<file path="src/rtl/pol_pkg.sv">
package pol_pkg;

  localparam int POL_CAP_DEF = 32;
  localparam int POL_CAP_MAX = 64;
  // cell select field covers the largest supported chain
  localparam int POL_SEL_W   = $clog2(POL_CAP_MAX);

  localparam int POL_VAL_W = 32;
  localparam int POL_ACT_W = 3;
  localparam int POL_POS_W = 7;
  localparam int POL_ST_W  = 2;
  localparam int POL_CNT_W = 7;

  typedef enum logic [POL_ACT_W-1:0] {
    ACT_INS_FIRST = 3'd0,
    ACT_INS_LAST  = 3'd1,
    ACT_INS_AT    = 3'd2,
    ACT_DEL_FIRST = 3'd3,
    ACT_DEL_LAST  = 3'd4,
    ACT_DEL_AT    = 3'd5,
    ACT_LIST      = 3'd6,
    ACT_COUNT     = 3'd7
  } pol_act_t;

  localparam logic [POL_ST_W-1:0] ST_DONE  = 2'd0;
  localparam logic [POL_ST_W-1:0] ST_RANGE = 2'd1;
  localparam logic [POL_ST_W-1:0] ST_FULL  = 2'd2;
  localparam logic [POL_ST_W-1:0] ST_EMPTY = 2'd3;

  typedef enum logic [1:0] {
    S_IDLE = 2'b01,
    S_LIST = 2'b10
  } pol_state_t;

  // what every cell does this cycle
  typedef enum logic [1:0] {
    COP_HOLD = 2'd0,
    COP_INS  = 2'd1,
    COP_DEL  = 2'd2,
    COP_ROT  = 2'd3
  } pol_cop_t;

  typedef struct packed {
    pol_cop_t               op;
    logic [POL_SEL_W-1:0]   sel;
  } pol_cell_ctl_t;

endpackage

</file>
<file path="src/rtl/pol_cell.sv">
module pol_cell import pol_pkg::*; #(
  parameter int IDX = 0
) (
  input  logic                  clk,
  input  pol_cell_ctl_t         ctl,
  input  logic [POL_VAL_W-1:0]  ins_value,
  input  logic [POL_VAL_W-1:0]  head_value,
  input  logic [POL_VAL_W-1:0]  left_value,
  input  logic [POL_VAL_W-1:0]  right_value,
  output logic [POL_VAL_W-1:0]  value
);

  localparam logic [POL_SEL_W-1:0] MY_IDX = POL_SEL_W'(IDX);

  logic [POL_VAL_W-1:0] val_r;
  logic [POL_VAL_W-1:0] val_nxt;

  always_comb begin
    val_nxt = val_r;
    case (ctl.op)
      COP_INS: begin
        if (MY_IDX > ctl.sel) val_nxt = left_value;
        else if (MY_IDX == ctl.sel) val_nxt = ins_value;
      end
      COP_DEL: begin
        if (MY_IDX >= ctl.sel) val_nxt = right_value;
      end
      COP_ROT: begin
        // sel is the last held cell; the head wraps around into it
        if (MY_IDX < ctl.sel) val_nxt = right_value;
        else if (MY_IDX == ctl.sel) val_nxt = head_value;
      end
      default: val_nxt = val_r;
    endcase
  end

  always_ff @(posedge clk) begin
    val_r <= val_nxt;
  end

  assign value = val_r;

endmodule

</file>
<file path="src/rtl/positional_ordered_list.sv">
// channel | direction | handshake          | payload
// in_     | input     | in_valid/in_stall   | action, value, position
// out_    | output    | out_valid/out_stall | status, entry_total, has_value,
//         |           |                     | entry_value, entry_index, last
//
// Insert, delete and count: one beat out per request.
// List: one beat per held entry (one beat when empty); the chain rotates by one
// cell per beat, and no new request is taken until the last beat leaves.
// A stalled output beat holds the chain and blocks new requests until it leaves.
// rst_n (sync, active low) empties the list; cell contents are not cleared.
module positional_ordered_list import pol_pkg::*; #(
  parameter int CAPACITY = POL_CAP_DEF
) (
  input  logic                  clk,
  input  logic                  rst_n,
  input  logic                  in_valid,
  output logic                  in_stall,
  input  logic [POL_ACT_W-1:0]  in_action,
  input  logic [POL_VAL_W-1:0]  in_value,
  input  logic [POL_POS_W-1:0]  in_position,
  output logic                  out_valid,
  input  logic                  out_stall,
  output logic [POL_ST_W-1:0]   out_status,
  output logic [POL_CNT_W-1:0]  out_entry_total,
  output logic                  out_has_value,
  output logic [POL_VAL_W-1:0]  out_entry_value,
  output logic [POL_CNT_W-1:0]  out_entry_index,
  output logic                  out_last
);

  localparam int CW = $clog2(CAPACITY + 1);

  logic [POL_VAL_W-1:0] cell_val [CAPACITY];
  pol_cell_ctl_t        ctl;

  pol_state_t           state_r, state_nxt;
  logic [CW-1:0]        held_r, held_nxt;
  logic [CW-1:0]        lidx_r, lidx_nxt;
  logic                 out_valid_r, out_valid_nxt;
  logic [POL_ST_W-1:0]  status_r, status_nxt;
  logic [CW-1:0]        total_r, total_nxt;
  logic                 hv_r, hv_nxt;
  logic [POL_VAL_W-1:0] eval_r, eval_nxt;
  logic [CW-1:0]        eidx_r, eidx_nxt;
  logic                 last_r, last_nxt;

  logic                 out_free, accept, load;
  logic [7:0]           pos8, held8;
  logic                 ins_ok, del_ok, full, empty;
  pol_act_t             act;

  genvar g;
  generate
    for (g = 0; g < CAPACITY; g++) begin : g_cell
      pol_cell #(.IDX(g)) u_cell (
        .clk         (clk),
        .ctl         (ctl),
        .ins_value   (in_value),
        .head_value  (cell_val[0]),
        .left_value  ((g > 0) ? cell_val[(g > 0) ? g - 1 : 0] : in_value),
        .right_value (cell_val[(g < CAPACITY - 1) ? g + 1 : g]),
        .value       (cell_val[g])
      );
    end
  endgenerate

  assign out_free = !out_valid_r || !out_stall;
  assign in_stall = (state_r != S_IDLE) || !out_free;
  assign accept   = in_valid && !in_stall;

  assign act   = pol_act_t'(in_action);
  assign pos8  = 8'(in_position);
  assign held8 = 8'(held_r);
  assign full  = (held_r == CW'(CAPACITY));
  assign empty = (held_r == '0);
  assign ins_ok = (in_position != '0) && (pos8 <= held8 + 8'd1);
  assign del_ok = (in_position != '0) && (pos8 <= held8);

  always_comb begin
    state_nxt  = state_r;
    held_nxt   = held_r;
    lidx_nxt   = lidx_r;
    ctl.op     = COP_HOLD;
    ctl.sel    = '0;
    load       = 1'b0;
    status_nxt = ST_DONE;
    total_nxt  = held_r;
    hv_nxt     = 1'b0;
    eval_nxt   = '0;
    eidx_nxt   = '0;
    last_nxt   = 1'b1;

    case (state_r)
      S_IDLE: begin
        if (accept) begin
          load = 1'b1;
          case (act)
            ACT_INS_FIRST, ACT_INS_LAST, ACT_INS_AT: begin
              if (act == ACT_INS_AT && !ins_ok) begin
                status_nxt = ST_RANGE;
              end else if (full) begin
                status_nxt = ST_FULL;
              end else begin
                ctl.op = COP_INS;
                if (act == ACT_INS_FIRST) ctl.sel = '0;
                else if (act == ACT_INS_LAST) ctl.sel = POL_SEL_W'(held_r);
                else ctl.sel = POL_SEL_W'(in_position - POL_POS_W'(1));
                held_nxt  = held_r + CW'(1);
                total_nxt = held_nxt;
              end
            end
            ACT_DEL_FIRST, ACT_DEL_LAST, ACT_DEL_AT: begin
              if (empty) begin
                status_nxt = ST_EMPTY;
              end else if (act == ACT_DEL_AT && !del_ok) begin
                status_nxt = ST_RANGE;
              end else begin
                ctl.op = COP_DEL;
                if (act == ACT_DEL_FIRST) ctl.sel = '0;
                else if (act == ACT_DEL_LAST) ctl.sel = POL_SEL_W'(held_r - CW'(1));
                else ctl.sel = POL_SEL_W'(in_position - POL_POS_W'(1));
                held_nxt  = held_r - CW'(1);
                total_nxt = held_nxt;
              end
            end
            ACT_LIST: begin
              if (!empty) begin
                load      = 1'b0;
                state_nxt = S_LIST;
                lidx_nxt  = CW'(1);
              end
            end
            ACT_COUNT: ;
            default: ;
          endcase
        end
      end
      S_LIST: begin
        if (out_free) begin
          load     = 1'b1;
          ctl.op   = COP_ROT;
          ctl.sel  = POL_SEL_W'(held_r - CW'(1));
          hv_nxt   = 1'b1;
          eval_nxt = cell_val[0];
          eidx_nxt = lidx_r;
          last_nxt = (lidx_r == held_r);
          lidx_nxt = lidx_r + CW'(1);
          if (lidx_r == held_r) state_nxt = S_IDLE;
        end
      end
      default: state_nxt = S_IDLE;
    endcase

    if (load) out_valid_nxt = 1'b1;
    else if (out_stall) out_valid_nxt = out_valid_r;
    else out_valid_nxt = 1'b0;
  end

  always_ff @(posedge clk) begin
    if (!rst_n) begin
      state_r     <= S_IDLE;
      held_r      <= '0;
      lidx_r      <= '0;
      out_valid_r <= 1'b0;
    end else begin
      state_r     <= state_nxt;
      held_r      <= held_nxt;
      lidx_r      <= lidx_nxt;
      out_valid_r <= out_valid_nxt;
    end
  end

  always_ff @(posedge clk) begin
    if (load) begin
      status_r <= status_nxt;
      total_r  <= total_nxt;
      hv_r     <= hv_nxt;
      eval_r   <= eval_nxt;
      eidx_r   <= eidx_nxt;
      last_r   <= last_nxt;
    end
  end

  assign out_valid       = out_valid_r;
  assign out_status      = status_r;
  assign out_entry_total = POL_CNT_W'(total_r);
  assign out_has_value   = hv_r;
  assign out_entry_value = eval_r;
  assign out_entry_index = POL_CNT_W'(eidx_r);
  assign out_last        = last_r;

endmodule

</file>
<file path="config.mk">
export PLATFORM = sky130hd
export DESIGN_NAME = positional_ordered_list
export DESIGN_NICKNAME = d
export VERILOG_FILES = /design/src/rtl/pol_pkg.sv /design/src/rtl/pol_cell.sv /design/src/rtl/positional_ordered_list.sv
export SDC_FILE = /design/constraint.sdc
export NUM_CORES = 2
export LEC_CHECK = 0
export ABC_CLOCK_PERIOD_IN_PS = 20300
export BUFFER_PORTS_ARGS = -buffer_cell sky130_fd_sc_hd__buf_2
export CORE_ASPECT_RATIO = 1.5
export CORE_MARGIN = 5
export CORE_UTILIZATION = 46
export DETAILED_ROUTE_END_ITERATION = 12
export PLACE_DENSITY_LB_ADDON = 0.15
export SKIP_CTS_REPAIR_TIMING = 1
export SLEW_MARGIN = 20
export SYNTH_ARGS = -nofsm -noshare
export SYNTH_HDL_FRONTEND = slang
export SYNTH_SLANG_ARGS = --single-unit
</file>
<file path="constraint.sdc">
create_clock -name clk -period 20.3 [get_ports clk]
set_input_delay 4.06 -clock clk [delete_from_list [all_inputs] [get_ports clk]]
set_output_delay 4.06 -clock clk [all_outputs]
set_load 0.01 [all_outputs]
</file>
==> run summary <==
multiplexer share of the synthesized area: 0.0597
dpl hpwl: 161 mm
peak supply drop: 0.000155 V
FMAX: 103 MHz
minimum clock period: 9.73 ns
Worst Path Max Fanout: 160
mapped cell area: 59900 µm²
Hold Vio Cnt, Final: 0
largest family of logic cells by synthesized area: compound AO/OA/AOI/OAI gates
initial cell density of the core: 0.462
Seq/Total Area, Yosys: 0.542
Fin Setup TNS: 0 ns
number of synthesized flops with an enable pin: 1072
TritonCTS Buffers: 108
clk root buf: clkbuf_16
CTS tree: done
Placer Congestion: 0.960
adder-cell area share of the yosys netlist: 0.00397
Power Dens Cells: 153 nW/µm²
Routed WL: 280 mm
largest net degree at the start of global routing: 161
Die Width: 305 µm
top cell type's share of synthesized area: 0.537
Synth Area in Compound Gates: 0.240
RSZ-0062 raised after global routing: false
first-pass GRT wire length: 387 mm
slew margin rel.: 0.143
via count: 55035
syn_area_per_cell: 10.6 µm²
Synth area leader: edfxtp_1
DRC: 0
Crit path required time: 20.81 ns
final setup vio count: 0
Clock Tree Buf Depth: 3
max-cap violation count: 0
Via density: 7.71
setup ws final: 10.57 ns
Post-Synth XOR/XNOR Area: 0.00424
worst-margin pin slew: 1.28 ns
fillers: 11796
path type of the worst setup path: input pin to flop
synthesis-to-finish area growth: 9.44%
I/O Pins: 98
Worst-Skew Late Latency: 0.77 ns
arrival time at the worst endpoint: 10.24 ns
input/output buffers: 95
Worst Setup End Kind: flop
antenna violations before repair: 27
simple-gate area share of the yosys netlist: 0.103
status: complete, no violations
Syn Inst Count: 5636
Leak: 22.6 nW
CP startpoint kind: input pin
die area: 138000 µm²
Synth Flop Type: edfxtp_1
Synth cell types: 82
Total GRT Usage: 0.385
vias in the first global route: 52574
row count: 162
Final Max Tran Viols: 0
FFs w/ async S/R, synth: 0
global route total overflow: 0
Post-Place Worst Slack: 9.78 ns
CTS sink count: 1087
HP Class: flop to flop
fin crit share: 0.479
drt pass-1 iters: 12
core area: 130000 µm²
DRT iter0 DRCs: 9000
Synth Warn #: 0
Final ANT Viol Nets: 0
FF+latch count, synth: 1087
Die Ht: 452 µm
Setup Skew: 0.0345 ns
Avg WL per Cell: 39.2 µm
Synth area leaders: edfxtp_1 (54%), mux2i_1 (5.9%), a22oi_1 (4.9%), a221o_1 (4.3%), nand2_1 (4.0%)
# nets final: 5371
htree depth: 3
clock-pin transition on the worst setup and hold timing paths: 0.07 ns
layout cells sized above 1: 0.0989
==> layout by cell type (no fill, tap or decap), types with 8 or more instances in the layout <==
| cell | count |
|---|---|
| nor3_2 | 8 |
| a21oi_4 | 24 |
| a221o_1 | 256 |
| buf_2 | 95 |
| nor3_1 | 24 |
| and2_1 | 52 |
| a221oi_1 | 22 |
| o221ai_1 | 107 |
| nor2_4 | 23 |
| diode_2 | 27 |
| o21ai_4 | 17 |
| nand2_1 | 632 |
| edfxtp_1 | 1072 |
| clkbuf_16 | 110 |
| bufinv_16 | 8 |
| o21ai_0 | 459 |
| a222oi_1 | 63 |
| a31oi_1 | 38 |
| nand3_1 | 363 |
| o211ai_1 | 230 |
| a21oi_1 | 216 |
| nor2_1 | 203 |
| dfxtp_1 | 15 |
| mux2i_1 | 356 |
| a32oi_1 | 34 |
| clkinv_2 | 13 |
| o21ai_1 | 27 |
| o22ai_1 | 77 |
| buf_4 | 150 |
| inv_1 | 16 |
| ha_1 | 18 |
| clkinv_1 | 27 |
| a22oi_1 | 393 |
| o31ai_4 | 8 |
| xnor2_1 | 23 |
| and3_1 | 36 |
| clkbuf_1 | 25 |
==> cell type report <==
type                       instances  area (µm²)  area share
sequential                      1087       32500       0.496
inverter                          18        70.1     0.00107
tap                             1722        2150      0.0329
antenna                           27        67.6     0.00103
timing repair buffer             251        1720      0.0262
clock inverter                    59         526     0.00801
clock buffer                     136        2860      0.0436
multi-input combinational       3840       25700       0.392
==> sequential cells by signal, summed over array words and instances (netlist names) <==
name	count
g_cell.u_cell.value	1024
out_entry_value	32
eidx_r	6
held_r	6
lidx_r	6
total_r	6
out_status	2
state_r	2
out_has_value	1
out_last	1
out_valid	1
==> routing by layer <==
layer / vias up / part of all wire / global-route usage
li1: 21610 / - / -
met1: 27069 / 0.32 / 0.437
met2: 4961 / 0.45 / 0.602
met3: 1389 / 0.14 / 0.134
met4: 6 / 0.091 / 0.287
met5: - / 0.00045 / 0.00694
==> critical path: stages <==
cell and delay (ns):
buf_2 0.12, inv_1 0.10, ha_1 0.25, nor3b_2 0.18, nor4b_4 0.15, nor3_1 0.51, or2_2 0.25, and2_1 0.23
nand2_2 0.59, nand2_4 0.49, buf_12 0.60, buf_4 0.91, buf_4 0.91, a21oi_1 0.08, a221o_1 0.30
==> synth_stat cells, drive strengths merged (32+ instances only) <==
master  number
a22oi      393
a222oi      63
and2        55
buf        152
o21ai      504
a31oi       41
nand2      638
o22ai       78
nand3      365
a32oi       34
o211ai     231
and3        37
clkbuf     540
nor2       227
a221o      256
a21oi      240
o221ai     107
mux2i      356
edfxtp    1072
nor3        32
==> metrics by stage <==
stage	hold slack (ns)	cells	area [µm²]	util	power (mW)
6_report	0.540	7140	65600	0.505	10.1
5_1_grt	0.557	7127	65500	0.505	10.3
4_1_cts	0.544	7112	65500	0.505	9.82
3_5_place_dp	0.528	6917	62100	0.479	7.81
3_3_place_gp	0.494	6916	62100	0.479	7.73
2_1_floorplan	0.479	5637	59900	-	6.15
==> power by group <==
group | internal, mW | switching (mW) | leakage, nW
registers | 3.44 | 0.317 | 9.93
logic | 1.22 | 3.03 | 11.0
clock network | 1.10 | 0.954 | 1.64
==> cell families after synthesis <==
logic type,count (synthesis)
other,1
xor gates and xnor gates,29
adders and majority gates,19
AOI/OAI and AO/OA,2036
muxes,357
DFF,1087
and+or+nand+nor,1397
buffers and inverters,710
==> path summary, 6_finish.rpt <==
| check | from | end | slack (ns) | depth (start not counted) |
|---|---|---|---|---|
| max | in_position[0] | g_cell[15].u_cell.value[13] | 10.57 | 15 |
| max reg2reg | held_r[0] | g_cell[23].u_cell.value[1] | 12.82 | 17 |
| min reg2reg | g_cell[1].u_cell.value[1] | g_cell[0].u_cell.value[1] | 0.54 | 2 |
| min | g_cell[1].u_cell.value[1] | g_cell[0].u_cell.value[1] | 0.54 | 2 |
Note: power is estimated with default switching activity, not from simulation.
